### src/rtl/uue_pkg.sv
// uue_pkg: shared types, constants and helpers for the uuencode stream encoder
// no dependencies; imported by every rtl module of the block

package uue_pkg;

  localparam int LINE_BYTES_DEF  = 45;
  localparam int LENGTH_BITS_DEF = 24;

  // configuration register file
  localparam int CFG_DATA_W = 24;
  localparam int CFG_IDX_W  = 1;
  localparam logic [CFG_IDX_W-1:0] CFG_MSG_LEN = 1'b0;
  localparam logic [CFG_IDX_W-1:0] CFG_FRAMING = 1'b1;

  localparam logic [7:0] CHAR_GRAVE = 8'h60;
  localparam logic [7:0] CHAR_NL    = 8'h0a;

  // output slots of one job, in emission order
  localparam int NUM_SLOTS = 19;
  localparam int SLOT_W    = $clog2(NUM_SLOTS);
  localparam logic [SLOT_W-1:0] SL_BEGIN0 = 5'd0;
  localparam logic [SLOT_W-1:0] SL_BEGIN1 = 5'd1;
  localparam logic [SLOT_W-1:0] SL_BEGIN2 = 5'd2;
  localparam logic [SLOT_W-1:0] SL_BEGIN3 = 5'd3;
  localparam logic [SLOT_W-1:0] SL_BEGIN4 = 5'd4;
  localparam logic [SLOT_W-1:0] SL_BEGIN5 = 5'd5;
  localparam logic [SLOT_W-1:0] SL_COUNT  = 5'd6;
  localparam logic [SLOT_W-1:0] SL_DATA0  = 5'd7;
  localparam logic [SLOT_W-1:0] SL_DATA1  = 5'd8;
  localparam logic [SLOT_W-1:0] SL_PAD0   = 5'd9;
  localparam logic [SLOT_W-1:0] SL_PAD1   = 5'd10;
  localparam logic [SLOT_W-1:0] SL_PAD2   = 5'd11;
  localparam logic [SLOT_W-1:0] SL_EOL    = 5'd12;
  localparam logic [SLOT_W-1:0] SL_EOM0   = 5'd13;
  localparam logic [SLOT_W-1:0] SL_EOM1   = 5'd14;
  localparam logic [SLOT_W-1:0] SL_END0   = 5'd15;
  localparam logic [SLOT_W-1:0] SL_END1   = 5'd16;
  localparam logic [SLOT_W-1:0] SL_END2   = 5'd17;
  localparam logic [SLOT_W-1:0] SL_END3   = 5'd18;

  localparam logic [1:0] PAD_NONE  = 2'd0;
  localparam logic [1:0] PAD_TWO   = 2'd2;
  localparam logic [1:0] PAD_THREE = 2'd3;

  localparam int JOB_Q_DEPTH = 2;

  // everything one input byte causes, already encoded
  typedef struct packed {
    logic       begin_txt;
    logic       cnt_vld;
    logic [7:0] cnt_char;
    logic [7:0] d0_char;
    logic       d1_vld;
    logic [7:0] d1_char;
    logic [1:0] pad_cnt;
    logic [7:0] pad_char;
    logic       eol;
    logic       eom;
    logic       end_txt;
  } job_t;

  function automatic logic [7:0] enc6(input logic [5:0] v);
    return (v == 6'd0) ? CHAR_GRAVE : ({2'b00, v} + 8'h20);
  endfunction

endpackage

### src/rtl/uue_front.sv
// uue_front: accepts message bytes, tracks message/line/group position and
// builds one encoded job per byte; depends on uue_pkg

module uue_front import uue_pkg::*; #(
  parameter int LINE_BYTES  = LINE_BYTES_DEF,
  parameter int LENGTH_BITS = LENGTH_BITS_DEF
) (
  input  logic                  clk,
  input  logic                  rst_n,
  input  logic                  in_valid,
  output logic                  in_ready,
  input  logic [7:0]            in_data_byte,
  input  logic [CFG_DATA_W-1:0] msg_len,
  input  logic                  framing,
  input  logic                  q_full,
  output logic                  q_push,
  output job_t                  q_job
);

  localparam int LW = $clog2(LINE_BYTES + 1);

  logic [LENGTH_BITS-1:0] bytes_left_r, bytes_left_nxt;
  logic [LW-1:0]          line_left_r, line_left_nxt;
  logic [1:0]             phase_r, phase_nxt;
  logic [5:0]             held_r, held_nxt;
  logic                   in_msg_r, in_msg_nxt;

  logic [CFG_DATA_W+LENGTH_BITS-1:0] len_ext;
  logic [LENGTH_BITS-1:0] len_w, bl0, bl2;
  logic [LW-1:0]          ll0, ll1, ll2, n;
  logic [1:0]             ph0, ph1, ph2;
  logic [5:0]             held0, held1, held2, v0, v1;
  logic                   start, new_line, eol, eom;

  assign in_ready = !q_full;
  assign q_push   = in_valid && in_ready;

  always_comb begin
    len_ext = {LENGTH_BITS'(0), msg_len};
    len_w   = len_ext[LENGTH_BITS-1:0];
    start   = !in_msg_r;

    // a zero length runs as a one-byte message
    bl0   = start ? ((len_w == '0) ? LENGTH_BITS'(1) : len_w) : bytes_left_r;
    ll0   = start ? '0 : line_left_r;
    ph0   = start ? 2'd0 : phase_r;
    held0 = start ? 6'd0 : held_r;

    new_line = (ll0 == '0);
    n = (bl0 > LENGTH_BITS'(LINE_BYTES)) ? LW'(LINE_BYTES) : bl0[LW-1:0];
    ll1   = new_line ? n : ll0;
    ph1   = new_line ? 2'd0 : ph0;
    held1 = new_line ? 6'd0 : held0;

    v1 = in_data_byte[5:0];
    case (ph1)
      2'd0: begin
        v0    = in_data_byte[7:2];
        held2 = {in_data_byte[1:0], 4'b0000};
        ph2   = 2'd1;
      end
      2'd1: begin
        v0    = held1 | {2'b00, in_data_byte[7:4]};
        held2 = {in_data_byte[3:0], 2'b00};
        ph2   = 2'd2;
      end
      default: begin
        v0    = held1 | {4'b0000, in_data_byte[7:6]};
        held2 = 6'd0;
        ph2   = 2'd0;
      end
    endcase

    bl2 = bl0 - LENGTH_BITS'(1);
    ll2 = ll1 - LW'(1);
    eom = (bl2 == '0);
    eol = (ll2 == '0) || eom;

    q_job.begin_txt = start && framing;
    q_job.cnt_vld   = new_line;
    q_job.cnt_char  = enc6(6'(n));
    q_job.d0_char   = enc6(v0);
    q_job.d1_vld    = (ph1 == 2'd2);
    q_job.d1_char   = enc6(v1);
    q_job.pad_char  = enc6(held2);
    if (!eol) begin
      q_job.pad_cnt = PAD_NONE;
    end else if (ph2 == 2'd1) begin
      q_job.pad_cnt = PAD_THREE;
    end else if (ph2 == 2'd2) begin
      q_job.pad_cnt = PAD_TWO;
    end else begin
      q_job.pad_cnt = PAD_NONE;
    end
    q_job.eol     = eol;
    q_job.eom     = eom;
    q_job.end_txt = eom && framing;

    bytes_left_nxt = bytes_left_r;
    line_left_nxt  = line_left_r;
    phase_nxt      = phase_r;
    held_nxt       = held_r;
    in_msg_nxt     = in_msg_r;
    if (q_push) begin
      bytes_left_nxt = bl2;
      line_left_nxt  = eol ? '0 : ll2;
      phase_nxt      = eol ? 2'd0 : ph2;
      held_nxt       = eol ? 6'd0 : held2;
      in_msg_nxt     = !eom;
    end
  end

  always_ff @(posedge clk) begin
    if (!rst_n) begin
      bytes_left_r <= '0;
      line_left_r  <= '0;
      phase_r      <= 2'd0;
      held_r       <= 6'd0;
      in_msg_r     <= 1'b0;
    end else begin
      bytes_left_r <= bytes_left_nxt;
      line_left_r  <= line_left_nxt;
      phase_r      <= phase_nxt;
      held_r       <= held_nxt;
      in_msg_r     <= in_msg_nxt;
    end
  end

endmodule

### src/rtl/uue_job_fifo.sv
// uue_job_fifo: short queue of encoded jobs between front and back
// depends on uue_pkg for job_t and the queue depth

module uue_job_fifo import uue_pkg::*; (
  input  logic clk,
  input  logic rst_n,
  input  logic push,
  input  job_t push_job,
  input  logic pop,
  output logic full,
  output logic head_vld,
  output job_t head_job
);

  localparam int PW = $clog2(JOB_Q_DEPTH);
  localparam int CW = $clog2(JOB_Q_DEPTH + 1);

  job_t          mem_r [JOB_Q_DEPTH];
  logic [PW-1:0] wr_ptr_r, wr_ptr_nxt, rd_ptr_r, rd_ptr_nxt;
  logic [CW-1:0] count_r, count_nxt;

  assign full     = (count_r == CW'(JOB_Q_DEPTH));
  assign head_vld = (count_r != '0);
  assign head_job = mem_r[rd_ptr_r];

  always_comb begin
    wr_ptr_nxt = push ? wr_ptr_r + PW'(1) : wr_ptr_r;
    rd_ptr_nxt = pop ? rd_ptr_r + PW'(1) : rd_ptr_r;
    count_nxt  = count_r + CW'(push) - CW'(pop);
  end

  always_ff @(posedge clk) begin
    if (push) begin
      mem_r[wr_ptr_r] <= push_job;
    end
  end

  always_ff @(posedge clk) begin
    if (!rst_n) begin
      wr_ptr_r <= '0;
      rd_ptr_r <= '0;
      count_r  <= '0;
    end else begin
      wr_ptr_r <= wr_ptr_nxt;
      rd_ptr_r <= rd_ptr_nxt;
      count_r  <= count_nxt;
    end
  end

endmodule

### src/rtl/uue_back.sv
// uue_back: walks the slots of each queued job and sends one character per cycle
// while out_ready is high, through a registered output stage; depends on uue_pkg

module uue_back import uue_pkg::*; (
  input  logic       clk,
  input  logic       rst_n,
  input  logic       q_vld,
  input  job_t       q_job,
  output logic       q_pop,
  output logic       out_valid,
  input  logic       out_ready,
  output logic [7:0] out_char,
  output logic       out_last_of_run,
  output logic       out_message_done
);

  function automatic logic [NUM_SLOTS-1:0] slot_mask(input job_t j);
    logic [NUM_SLOTS-1:0] m;
    m = '0;
    m[SL_BEGIN0] = j.begin_txt;
    m[SL_BEGIN1] = j.begin_txt;
    m[SL_BEGIN2] = j.begin_txt;
    m[SL_BEGIN3] = j.begin_txt;
    m[SL_BEGIN4] = j.begin_txt;
    m[SL_BEGIN5] = j.begin_txt;
    m[SL_COUNT]  = j.cnt_vld;
    m[SL_DATA0]  = 1'b1;
    m[SL_DATA1]  = j.d1_vld;
    m[SL_PAD0]   = (j.pad_cnt != PAD_NONE);
    m[SL_PAD1]   = (j.pad_cnt != PAD_NONE);
    m[SL_PAD2]   = (j.pad_cnt == PAD_THREE);
    m[SL_EOL]    = j.eol;
    m[SL_EOM0]   = j.eom;
    m[SL_EOM1]   = j.eom;
    m[SL_END0]   = j.end_txt;
    m[SL_END1]   = j.end_txt;
    m[SL_END2]   = j.end_txt;
    m[SL_END3]   = j.end_txt;
    return m;
  endfunction

  function automatic logic [SLOT_W-1:0] first_slot(input logic [NUM_SLOTS-1:0] m);
    logic [SLOT_W-1:0] r;
    r = '0;
    for (int i = NUM_SLOTS - 1; i >= 0; i--) begin
      if (m[i]) r = SLOT_W'(i);
    end
    return r;
  endfunction

  function automatic logic [7:0] slot_char(input job_t j, input logic [SLOT_W-1:0] s);
    case (s)
      SL_BEGIN0: return 8'h62;  // b
      SL_BEGIN1: return 8'h65;  // e
      SL_BEGIN2: return 8'h67;  // g
      SL_BEGIN3: return 8'h69;  // i
      SL_BEGIN4: return 8'h6e;  // n
      SL_BEGIN5: return CHAR_NL;
      SL_COUNT:  return j.cnt_char;
      SL_DATA0:  return j.d0_char;
      SL_DATA1:  return j.d1_char;
      SL_PAD0:   return j.pad_char;
      SL_PAD1:   return CHAR_GRAVE;
      SL_PAD2:   return CHAR_GRAVE;
      SL_EOL:    return CHAR_NL;
      SL_EOM0:   return CHAR_GRAVE;
      SL_EOM1:   return CHAR_NL;
      SL_END0:   return 8'h65;  // e
      SL_END1:   return 8'h6e;  // n
      SL_END2:   return 8'h64;  // d
      SL_END3:   return CHAR_NL;
      default:   return CHAR_NL;
    endcase
  endfunction

  job_t              job_r, job_nxt;
  logic              busy_r, busy_nxt;
  logic [SLOT_W-1:0] slot_r, slot_nxt;
  logic              ovld_r, ovld_nxt;
  logic [7:0]        ochar_r, ochar_nxt;
  logic              olast_r, olast_nxt;
  logic              odone_r, odone_nxt;

  logic [NUM_SLOTS-1:0] cur_mask, rem_mask;
  logic                 has_next, adv;

  assign out_valid        = ovld_r;
  assign out_char         = ochar_r;
  assign out_last_of_run  = olast_r;
  assign out_message_done = odone_r;

  always_comb begin
    cur_mask = slot_mask(job_r);
    for (int i = 0; i < NUM_SLOTS; i++) begin
      rem_mask[i] = cur_mask[i] && (SLOT_W'(i) > slot_r);
    end
    has_next = |rem_mask;
    adv      = busy_r && (!ovld_r || out_ready);

    job_nxt   = job_r;
    busy_nxt  = busy_r;
    slot_nxt  = slot_r;
    ovld_nxt  = ovld_r && !out_ready;
    ochar_nxt = ochar_r;
    olast_nxt = olast_r;
    odone_nxt = odone_r;
    q_pop     = 1'b0;

    if (adv) begin
      ovld_nxt  = 1'b1;
      ochar_nxt = slot_char(job_r, slot_r);
      olast_nxt = !has_next;
      odone_nxt = !has_next && job_r.eom;
      if (has_next) begin
        slot_nxt = first_slot(rem_mask);
      end else begin
        // chain straight into the next job without a bubble
        busy_nxt = q_vld;
        q_pop    = q_vld;
        job_nxt  = q_job;
        slot_nxt = first_slot(slot_mask(q_job));
      end
    end else if (!busy_r && q_vld) begin
      busy_nxt = 1'b1;
      q_pop    = 1'b1;
      job_nxt  = q_job;
      slot_nxt = first_slot(slot_mask(q_job));
    end
  end

  always_ff @(posedge clk) begin
    job_r   <= job_nxt;
    ochar_r <= ochar_nxt;
    olast_r <= olast_nxt;
    odone_r <= odone_nxt;
  end

  always_ff @(posedge clk) begin
    if (!rst_n) begin
      busy_r <= 1'b0;
      slot_r <= '0;
      ovld_r <= 1'b0;
    end else begin
      busy_r <= busy_nxt;
      slot_r <= slot_nxt;
      ovld_r <= ovld_nxt;
    end
  end

endmodule

### src/rtl/uuencode_stream_encoder.sv
// uuencode_stream_encoder: top level, configuration registers and wiring
// depends on uue_pkg, uue_front, uue_job_fifo and uue_back
//
// usage:
//   set message_length (index 0) and framing_mode (index 1) through the cfg_
//   write port while the block is idle, then send the message bytes on the
//   in_ valid/ready channel. encoded characters leave on the out_ channel, one
//   per transfer, with out_last_of_run on the last character caused by each
//   byte and out_message_done on the final character of the message.
//   a byte accepted into an idle block passes the job queue, the back's job
//   register and the output register before its first character shows. the
//   output stage moves one character per cycle while out_ready is high; a
//   byte causes 1 to 18 characters (group characters, plus line count, padding,
//   newline and begin/end text when they fall on that byte). the front takes
//   one byte per cycle while the two-entry job queue has room.
//   reset: position state clears, message_length becomes 1 and
//   framing_mode 0; no clearing pass.
//   stall: when out_ready is low the output register holds, the queue fills
//   and in_ready drops until the receiver takes characters again.

module uuencode_stream_encoder import uue_pkg::*; #(
  parameter int LINE_BYTES  = LINE_BYTES_DEF,
  parameter int LENGTH_BITS = LENGTH_BITS_DEF
) (
  input  logic                  clk,
  input  logic                  rst_n,
  input  logic                  cfg_we,
  input  logic [CFG_IDX_W-1:0]  cfg_index,
  input  logic [CFG_DATA_W-1:0] cfg_wdata,
  input  logic                  in_valid,
  output logic                  in_ready,
  input  logic [7:0]            in_data_byte,
  output logic                  out_valid,
  input  logic                  out_ready,
  output logic [7:0]            out_char,
  output logic                  out_last_of_run,
  output logic                  out_message_done
);

  logic [CFG_DATA_W-1:0] msg_len_r, msg_len_nxt;
  logic                  framing_r, framing_nxt;

  logic q_full, q_push, q_pop, q_vld;
  job_t push_job, head_job;

  always_comb begin
    msg_len_nxt = msg_len_r;
    framing_nxt = framing_r;
    if (cfg_we) begin
      case (cfg_index)
        CFG_MSG_LEN: msg_len_nxt = cfg_wdata;
        CFG_FRAMING: framing_nxt = cfg_wdata[0];
        default: ;
      endcase
    end
  end

  always_ff @(posedge clk) begin
    if (!rst_n) begin
      msg_len_r <= CFG_DATA_W'(1);
      framing_r <= 1'b0;
    end else begin
      msg_len_r <= msg_len_nxt;
      framing_r <= framing_nxt;
    end
  end

  uue_front #(
    .LINE_BYTES  (LINE_BYTES),
    .LENGTH_BITS (LENGTH_BITS)
  ) u_front (
    .clk          (clk),
    .rst_n        (rst_n),
    .in_valid     (in_valid),
    .in_ready     (in_ready),
    .in_data_byte (in_data_byte),
    .msg_len      (msg_len_r),
    .framing      (framing_r),
    .q_full       (q_full),
    .q_push       (q_push),
    .q_job        (push_job)
  );

  uue_job_fifo u_fifo (
    .clk      (clk),
    .rst_n    (rst_n),
    .push     (q_push),
    .push_job (push_job),
    .pop      (q_pop),
    .full     (q_full),
    .head_vld (q_vld),
    .head_job (head_job)
  );

  uue_back u_back (
    .clk              (clk),
    .rst_n            (rst_n),
    .q_vld            (q_vld),
    .q_job            (head_job),
    .q_pop            (q_pop),
    .out_valid        (out_valid),
    .out_ready        (out_ready),
    .out_char         (out_char),
    .out_last_of_run  (out_last_of_run),
    .out_message_done (out_message_done)
  );

endmodule
### config.mk
export PLATFORM = sky130hd
export DESIGN_NAME = uuencode_stream_encoder
export DESIGN_NICKNAME = d
export VERILOG_FILES = /design/src/rtl/uue_pkg.sv /design/src/rtl/uue_front.sv /design/src/rtl/uue_job_fifo.sv /design/src/rtl/uue_back.sv /design/src/rtl/uuencode_stream_encoder.sv
export SDC_FILE = /design/constraint.sdc
export NUM_CORES = 1
export LEC_CHECK = 0
export BUFFER_PORTS_ARGS = -buffer_cell sky130_fd_sc_hd__buf_2
export CORE_MARGIN = 5
export CORE_UTILIZATION = 24
export DETAILED_ROUTE_END_ITERATION = 8
export SYNTH_ARGS = -nofsm -noshare
export SYNTH_HDL_FRONTEND = slang
export SYNTH_HIERARCHICAL = 1
export SYNTH_SLANG_ARGS = --single-unit
### constraint.sdc
create_clock -name clk -period 5.6 [get_ports clk]
set_input_delay 1.68 -clock clk [delete_from_list [all_inputs] [get_ports clk]]
set_output_delay 1.68 -clock clk [all_outputs]
set_load 0.01 [all_outputs]
==> results of run 1 <==
-- synthesized netlist by cell type, types with 4 or more instances --
library cell,n
a211oi_1,4
nor2b_1,13
nor4_1,13
or3_1,9
a31oi_1,6
o221ai_1,5
o211ai_1,5
or3b_1,4
xor2_1,16
edfxtp_1,130
xnor2_1,8
a32o_1,8
a222oi_1,4
or4_1,6
o31ai_1,12
nor2_1,49
buf_2,8
o21ai_0,30
nand2b_1,11
nand3_1,15
o21a_1,5
a22oi_1,17
nor3_1,15
buf_4,15
clkbuf_1,24
a21oi_1,40
o22ai_1,6
ha_1,8
dfxtp_1,74
inv_1,21
mux2_2,41
nand4_1,6
nand2_1,115
and2_1,14
buf_6,10
a22o_1,4
nor3b_1,13
mux2i_1,46
-- report_power, final --
part	switching (mW)	internal, mW	total, mW
Clock	0.555	0.860	1.41
Sequential	0.209	2.00	2.21
Combinational	0.764	0.505	1.27
Total	1.53	3.36	4.89
-- path summary, 6_finish.rpt --
check,start,endpoint,slack (ns)
setup / recovery,u_front/in_msg_r,u_fifo/mem_r[1][11],0.75
hold / removal,u_front/bytes_left_r[0],u_front/bytes_left_r[0],0.46
setup reg to reg,u_front/in_msg_r,u_fifo/mem_r[1][11],0.75
hold reg to reg,u_front/bytes_left_r[0],u_front/bytes_left_r[0],0.46
-- per-layer routing --
layer	track usage	vias to the layer above	part of all wire
met5	0	-	0
met1	0.132	3374	0.46
met2	0.157	168	0.48
li1	-	3427	-
met4	0.0247	0	0.013
met3	0.0129	19	0.048
-- logic make-up after synthesis --
kind of cell / share of synthesized area
AO/OA/AOI/OAI: 0.134
XOR/XNOR: 0.0230
adder cells (fa/ha/maj): 0.00988
buffers and inverters: 0.0487
flip-flops: 0.531
multiplexers: 0.0910
other: 0.000370
AND/OR/NAND/NOR: 0.161
-- cell type report --
class / count / area [µm²]
multi-input cells: 621 / 4280
clock buffers: 37 / 709
inverters: 24 / 90.1
flip-flops and latches: 204 / 5390
fillers: 4345 / 30400
well taps: 539 / 674
clock inverters: 3 / 16.3
repair buffers: 61 / 335
-- placed cells by master, fill, tap and decap left out, types with 7 or more instances in the layout --
cell type	count
o31ai_1	12
and2_1	13
xnor2_1	8
nor3_1	15
or3_1	9
buf_4	12
nor4_1	13
xor2_1	16
nand2b_1	11
a22oi_1	17
dfxtp_1	73
a21oi_1	40
a32o_1	8
nand2_1	115
edfxtp_1	130
ha_1	8
inv_1	21
clkbuf_1	7
mux2i_1	46
nand3_1	15
nor2b_1	12
clkbuf_16	24
nor3b_1	13
nor2_1	49
buf_2	49
mux2_2	41
o21ai_0	30
-- critical path, delay by kind of cell, from the launching register on --
kind,cells,cell delay [ns]
AND/OR/NAND/NOR,6,1.56
adder cells (fa/ha/maj),1,0.28
AO/OA/AOI/OAI,4,1.45
buffers and inverters,1,0.51
flip-flops,1,0.71
-- through the flow --
stage	area, µm²	hold WS, ns	total power [mW]
2_1_floorplan	10200	0.433	3.18
3_5_place_dp	10800	0.451	3.51
5_1_grt	11500	0.490	5.19
6_report	11500	0.461	4.89
4_1_cts	11500	0.458	4.95
3_3_place_gp	10800	0.451	3.49
-- flip-flops by register name, summed over array words and instances (netlist names), named ones only --
register                 flops
u_front/line_left_r          6
u_back/busy_r                1
u_back/out_char              8
u_back/out_last_of_run       1
u_back/out_message_done      1
u_back/out_valid             1
u_front/bytes_left_r        24
u_front/held_r               4
u_front/phase_r              2
u_fifo/rd_ptr_r              1
u_fifo/mem_r                80
u_fifo/count_r               2
u_back/cur_mask              6
framing_r                    1
u_back/slot_r                5
u_fifo/wr_ptr_r              1
msg_len_r                   24
u_back/job_r                34
u_front/in_msg_r             1
==> metrics.md, run 1 <==
| Metric | Value |
|---|---|
| Post-detail-place hpwl | `~16000 µm` |
| Clk slew on worst S/H paths | `~0.06 ns` |
| GP Congestion | `between 0.8 and 0.9` |
| CTS tree | `done` |
| Initial core utilization | `0.242` |
| Skew final | `approximately 0.016 ns` |
| TritonCTS Buffers | `22` |
| CP endpoint kind | `flip-flop` |
| Fin crit share | `0.866` |
| Fmax | `around 210 MHz` |
| H-tree levels | `1` |
| Layout Cells excl Fill | `1489` |
| Cts hold-fix bufs | `0` |
| Max VDD drop | `0.190 mV` |
| Worst-path fanout max | `40` |
| Ratio of cells with drive above 1 in the final layout | `0.171` |
| Final setup vio count | `0` |
| Leak | `a little under 4 nW` |
| EDFF count, synth | `130` |
| Average wire per standard cell | `~15 µm` |
| DR vias | `6988` |
| Largest cells by area after synthesis | `edfxtp_1, dfxtp_1, mux2_2` |
| Worst path cell trace | `buf_4 -> or3b_1 -> a222oi_1 -> and4_1 -> and2_1 -> nor2b_1 -> a22oi_1 -> ha_1 -> nand3b_1 -> o31ai_1 -> a21oi_2 -> nor2_1` |
| Cells after synthesis | `905` |
| First-pass GRT wire length | `roughly 37000 µm` |
| Syn Area/Cell | `11.2 µm²` |
| Chip width | `roughly 220 µm` |
| CORE AREA | `41900 µm²` |
| Tmin final | `between 4 and 5 ns` |
| Num rows | `75` |
| Main synth FF type | `edfxtp_1` |
| PwrDens | `around 430 nW/µm²` |
| CP peak stage delay | `0.78 ns` |
| DRT Pass-1 Iters | `5` |
| GRT Resource Usage Total | `0.0950` |
| YS warnings | `6` |
| Relative slew margins | `0.319` |
| Nets | `980` |
| #FFs+latches synth | `approximately 200` |
| Hold Path Class | `flip-flop to flip-flop` |
| IO Count | `50` |
| DP Worst Slack | `roughly 0.93 ns` |
| Startpoint types | `flip-flop` |
| Gr ovfl total | `0` |
| Port bufs | `between 40 and 50` |
| Slew @ Worst Pin | `about 1.0 ns` |
| Vias in the first global route | `between 6k and 7k` |
| Final TNS setup | `0 ns` |
| Later-pin clock latency in the skew report | `0.50 ns` |
| Drt via density | `4.69` |
| Starting DRT DRC Count | `about 570` |
| Worst hold path depth | `2` |
| Die Y | `215 µm` |
| RSZ-0062 raised after global routing | `false` |
| Crit path DAT | `between 5 and 6 ns` |
| Max cap viols | `0` |
| Final WS setup | `roughly 0.75 ns` |
| Cell area after synthesis | `approximately 10000 µm²` |
| Post-CTS setup repair buffer count | `0` |
| Synth area leader | `edfxtp_1` |
| Slowest cell on the critical path | `a222oi_1` |
| Post-route DRC | `0` |
| Number of cells on the worst reg-to-reg path | `12` |
| Clk buf depth | `3` |
| Post_cts resized | `0` |
| Sequential area share after synthesis | `0.531` |
| Pin count of the biggest net entering global routing | `68` |
| Total Die Area | `about 46000 µm²` |
| Ant diodes | `0` |
| Distinct cell type count after synthesis | `between 90 and 100` |
| Area delta synth->final | `13.4%` |
| Req. time, crit path | `between 5 and 6 ns` |
| Initial antenna violation count | `0` |
| # clock sinks | `between 200 and 250` |
| Dpl cells | `about 1.4k` |
| FFs w/ async S/R, synth | `0` |
| Post-route ant nets | `0` |
| Total wire length | `around 23000 µm` |
| Post-layout util | `0.275` |
| CTS root buffer | `clkbuf_16` |
| Yosys top cell area share | `0.385` |
| Final Slew Violations | `0` |
| Critical setup path kind | `flip-flop to flip-flop` |
| Outcome | `completed` |
| Final Hold Fails | `0` |
Power figures use the tool's default switching activity.
==> inputs of run 2 (changes only) <==
Settings changed: PLACE_DENSITY set to 0.47, SLEW_MARGIN set to 20.
==> metrics.md, run 2 (same netlist as run 1, synthesis figures left out) <==
| Metric | Value |
|---|---|
| Largest register FFs | `80 (unchanged)` |
| Chip width | `215 µm (unchanged)` |
| Number of cells on the worst reg-to-reg path | `15 (+3)` |
| Clk buf depth | `3 (unchanged)` |
| Tmin final | `4.43 ns (-0.421 ns)` |
| Die Y | `215 µm (unchanged)` |
| Sw frac | `0.323 (+0.0106)` |
| Total Die Area | `46400 µm² (unchanged)` |
| Initial core utilization | `0.242 (unchanged)` |
| Area delta synth->final | `14.1%` |
| IO Count | `50 (unchanged)` |
| Cts hold-fix bufs | `0 (unchanged)` |
| Port bufs | `49 (unchanged)` |
| DR vias | `6988 (unchanged)` |
| Outcome | `completed` |
| Max VDD drop | `0.226 mV (+19%)` |
| # clock sinks | `204 (unchanged)` |
| Comb pwr share | `0.257 (-0.002)` |
| Fmax | `226 MHz (+9.5%)` |
| Post_cts resized | `0 (unchanged)` |
| Average wire per standard cell | `16.2 µm (+6.1%)` |
| Final Slew Violations | `0 (unchanged)` |
| CORE AREA | `41900 µm² (unchanged)` |
| Cell Int Power | `3.39 mW (+0.78%)` |
| CTS root buffer | `clkbuf_16` |
| H-tree levels | `1 (unchanged)` |
| Max cap viols | `0 (unchanged)` |
| Slowest cell on the critical path | `nor4bb_1` |
| Num rows | `75 (unchanged)` |
| Post-CTS setup repair buffer count | `0 (unchanged)` |
| First-pass GRT wire length | `38800 µm (+4.7%)` |
| Relative slew margins | `0.345 (+0.0253)` |
| Largest regs | `u_fifo/mem_r (80), u_back/job_r (34)` |
| CP endpoint kind | `flip-flop` |
| RSZ-0062 raised after global routing | `false` |
| DRT Pass-1 Iters | `5 (unchanged)` |
| Commonest non-fill, non-tap cell in the layout | `edfxtp_1` |
| Vias in the first global route | `6881 (+1.6%)` |
| Startpoint types | `flip-flop` |
| Post-detail-place hpwl | `16700 µm (+6.4%)` |
| Nets | `985 (+0.51%)` |
| Post-route ant nets | `0 (unchanged)` |
| PwrDens | `433 nW/µm² (+1.8%)` |
| Fin crit share | `0.791 (-0.0751)` |
| CTS tree | `done` |
| Final Hold Fails | `0 (unchanged)` |
| CP dominant cell by count | `nand3_1` |
| Drt via density | `4.67 (-0.47%)` |
| Clk slew on worst S/H paths | `0.06 ns (about the same)` |
| Ant diodes | `0 (unchanged)` |
| Sequential Power Share | `0.440 (-0.012)` |
| Worst hold path depth | `2 (unchanged)` |
| Most flop-heavy register | `u_fifo/mem_r` |
| GP Congestion | `0.808 (-9.8%)` |
| Commonest cells after routing, fill and taps aside | `edfxtp_1, nand2_1, dfxtp_1, buf_2, nor2_1` |
| DP Worst Slack | `1.24 ns (+0.311 ns)` |
| Final TNS setup | `0 ns (unchanged)` |
| Total wire length | `24200 µm (+6.6%)` |
| Ratio of cells with drive above 1 in the final layout | `0.173 (+0.00293)` |
| GRT Resource Usage Total | `0.102 (+0.00678)` |
| Later-pin clock latency in the skew report | `0.54 ns (+0.04 ns)` |
| Psw | `1.62 mW (+5.8%)` |
| Gr ovfl total | `0 (unchanged)` |
| TritonCTS Buffers | `25 (+14%)` |
| Clock Power Share | `0.303 (+0.014)` |
| Initial antenna violation count | `0 (unchanged)` |
| CP peak stage delay | `0.70 ns (-0.08 ns)` |
| Hold Path Class | `flip-flop to flip-flop` |
| Crit path DAT | `4.68 ns (-0.39 ns)` |
| Worst path cell trace | `or2b_1 -> nand3_1 -> nor3_1 -> a21oi_1 -> ha_1 -> nor4bb_1 -> o22a_1 -> nand3_1 -> xor2_1 -> nor3_2 -> nand3_1 -> nor4_4 -> buf_4 -> a21oi_2 -> inv_1` |
| Worst-path fanout max | `12 (-70%)` |
| Slew @ Worst Pin | `0.983 ns (-0.0380 ns)` |
| Starting DRT DRC Count | `446 (-22%)` |
| Post-route DRC | `0 (unchanged)` |
| Leak | `3.97 nW (+0.66%)` |
| Final WS setup | `1.17 ns (+0.421 ns)` |
| Pin count of the biggest net entering global routing | `68 (unchanged)` |
| Req. time, crit path | `5.85 ns (+0.03 ns)` |
| Skew final | `0.0114 ns (-0.00495 ns)` |
| Critical setup path kind | `flip-flop to flip-flop` |
| Final setup vio count | `0 (unchanged)` |
-- run 2: changes by cell type in the layout (fill, tap and decap cells not counted), sizes merged --
cell	previous run	this run
inv	23	26
buf	61	63
clkinvlp	0	1
clkbuf	37	32
clkinv	4	9
bufinv	0	1
-- run 2: final timing paths --
kind | from | endpoint | slack (ns)
worst min register to register | u_front/bytes_left_r[0] | u_front/bytes_left_r[0] | 0.46
worst max-delay path | u_front/in_msg_r | u_fifo/mem_r[1][2] | 1.17
worst max register to register | u_front/in_msg_r | u_fifo/mem_r[1][2] | 1.17
worst min-delay path | u_front/bytes_left_r[0] | u_front/bytes_left_r[0] | 0.46
-- run 2: per-stage QoR --
stage / hold slack, ns / utilization / total power, mW / cell area (µm²) / std cells
2_1_floorplan: 0.433 / - / 3.18 / 10200 / 910
3_3_place_gp: 0.455 / 0.258 / 3.53 / 10800 / 1451
3_5_place_dp: 0.457 / 0.258 / 3.54 / 10800 / 1451
4_1_cts: 0.465 / 0.276 / 5.09 / 11600 / 1496
5_1_grt: 0.500 / 0.276 / 5.31 / 11600 / 1496
6_report: 0.462 / 0.276 / 5.01 / 11600 / 1496
-- run 2: critical path: cells and delay by family, from the launching register on --
family / cells / cell delay, ns
XOR/XNOR: 1 / 0.26
adder cells (fa/ha/maj): 1 / 0.33
flip-flops: 1 / 0.44
AND/OR/NAND/NOR: 8 / 1.69
AO/OA/AOI/OAI: 3 / 1.12
buffers and inverters: 2 / 0.30
-- run 2: per-layer routing --
metal,part of all wire,global-route usage,up-vias
met1,0.47,0.138,3396
met2,0.47,0.169,118
met3,0.042,0.0157,29
met4,0.019,0.0301,0
met5,0,0,-
li1,-,-,3445
-- run 2: layout make-up --
cell class              count  area [µm²]
well taps                 539         674
multi-input cells         621        4280
flip-flops and latches    204        5390
fillers                  4403       30300
clock inverters            13         109
clock buffers              32         662
inverters                  24        90.1
repair buffers             63         350
-- run 2: power groups by stage --
stage               logic [mW]  clock network (mW)  registers (mW)
floorplan                 1.03                   0            2.15
global placement          1.30                   0            2.24
detailed placement        1.30                   0            2.24
CTS                       1.31                1.58            2.21
global route              1.44                1.64            2.24
finish                    1.29                1.52            2.20
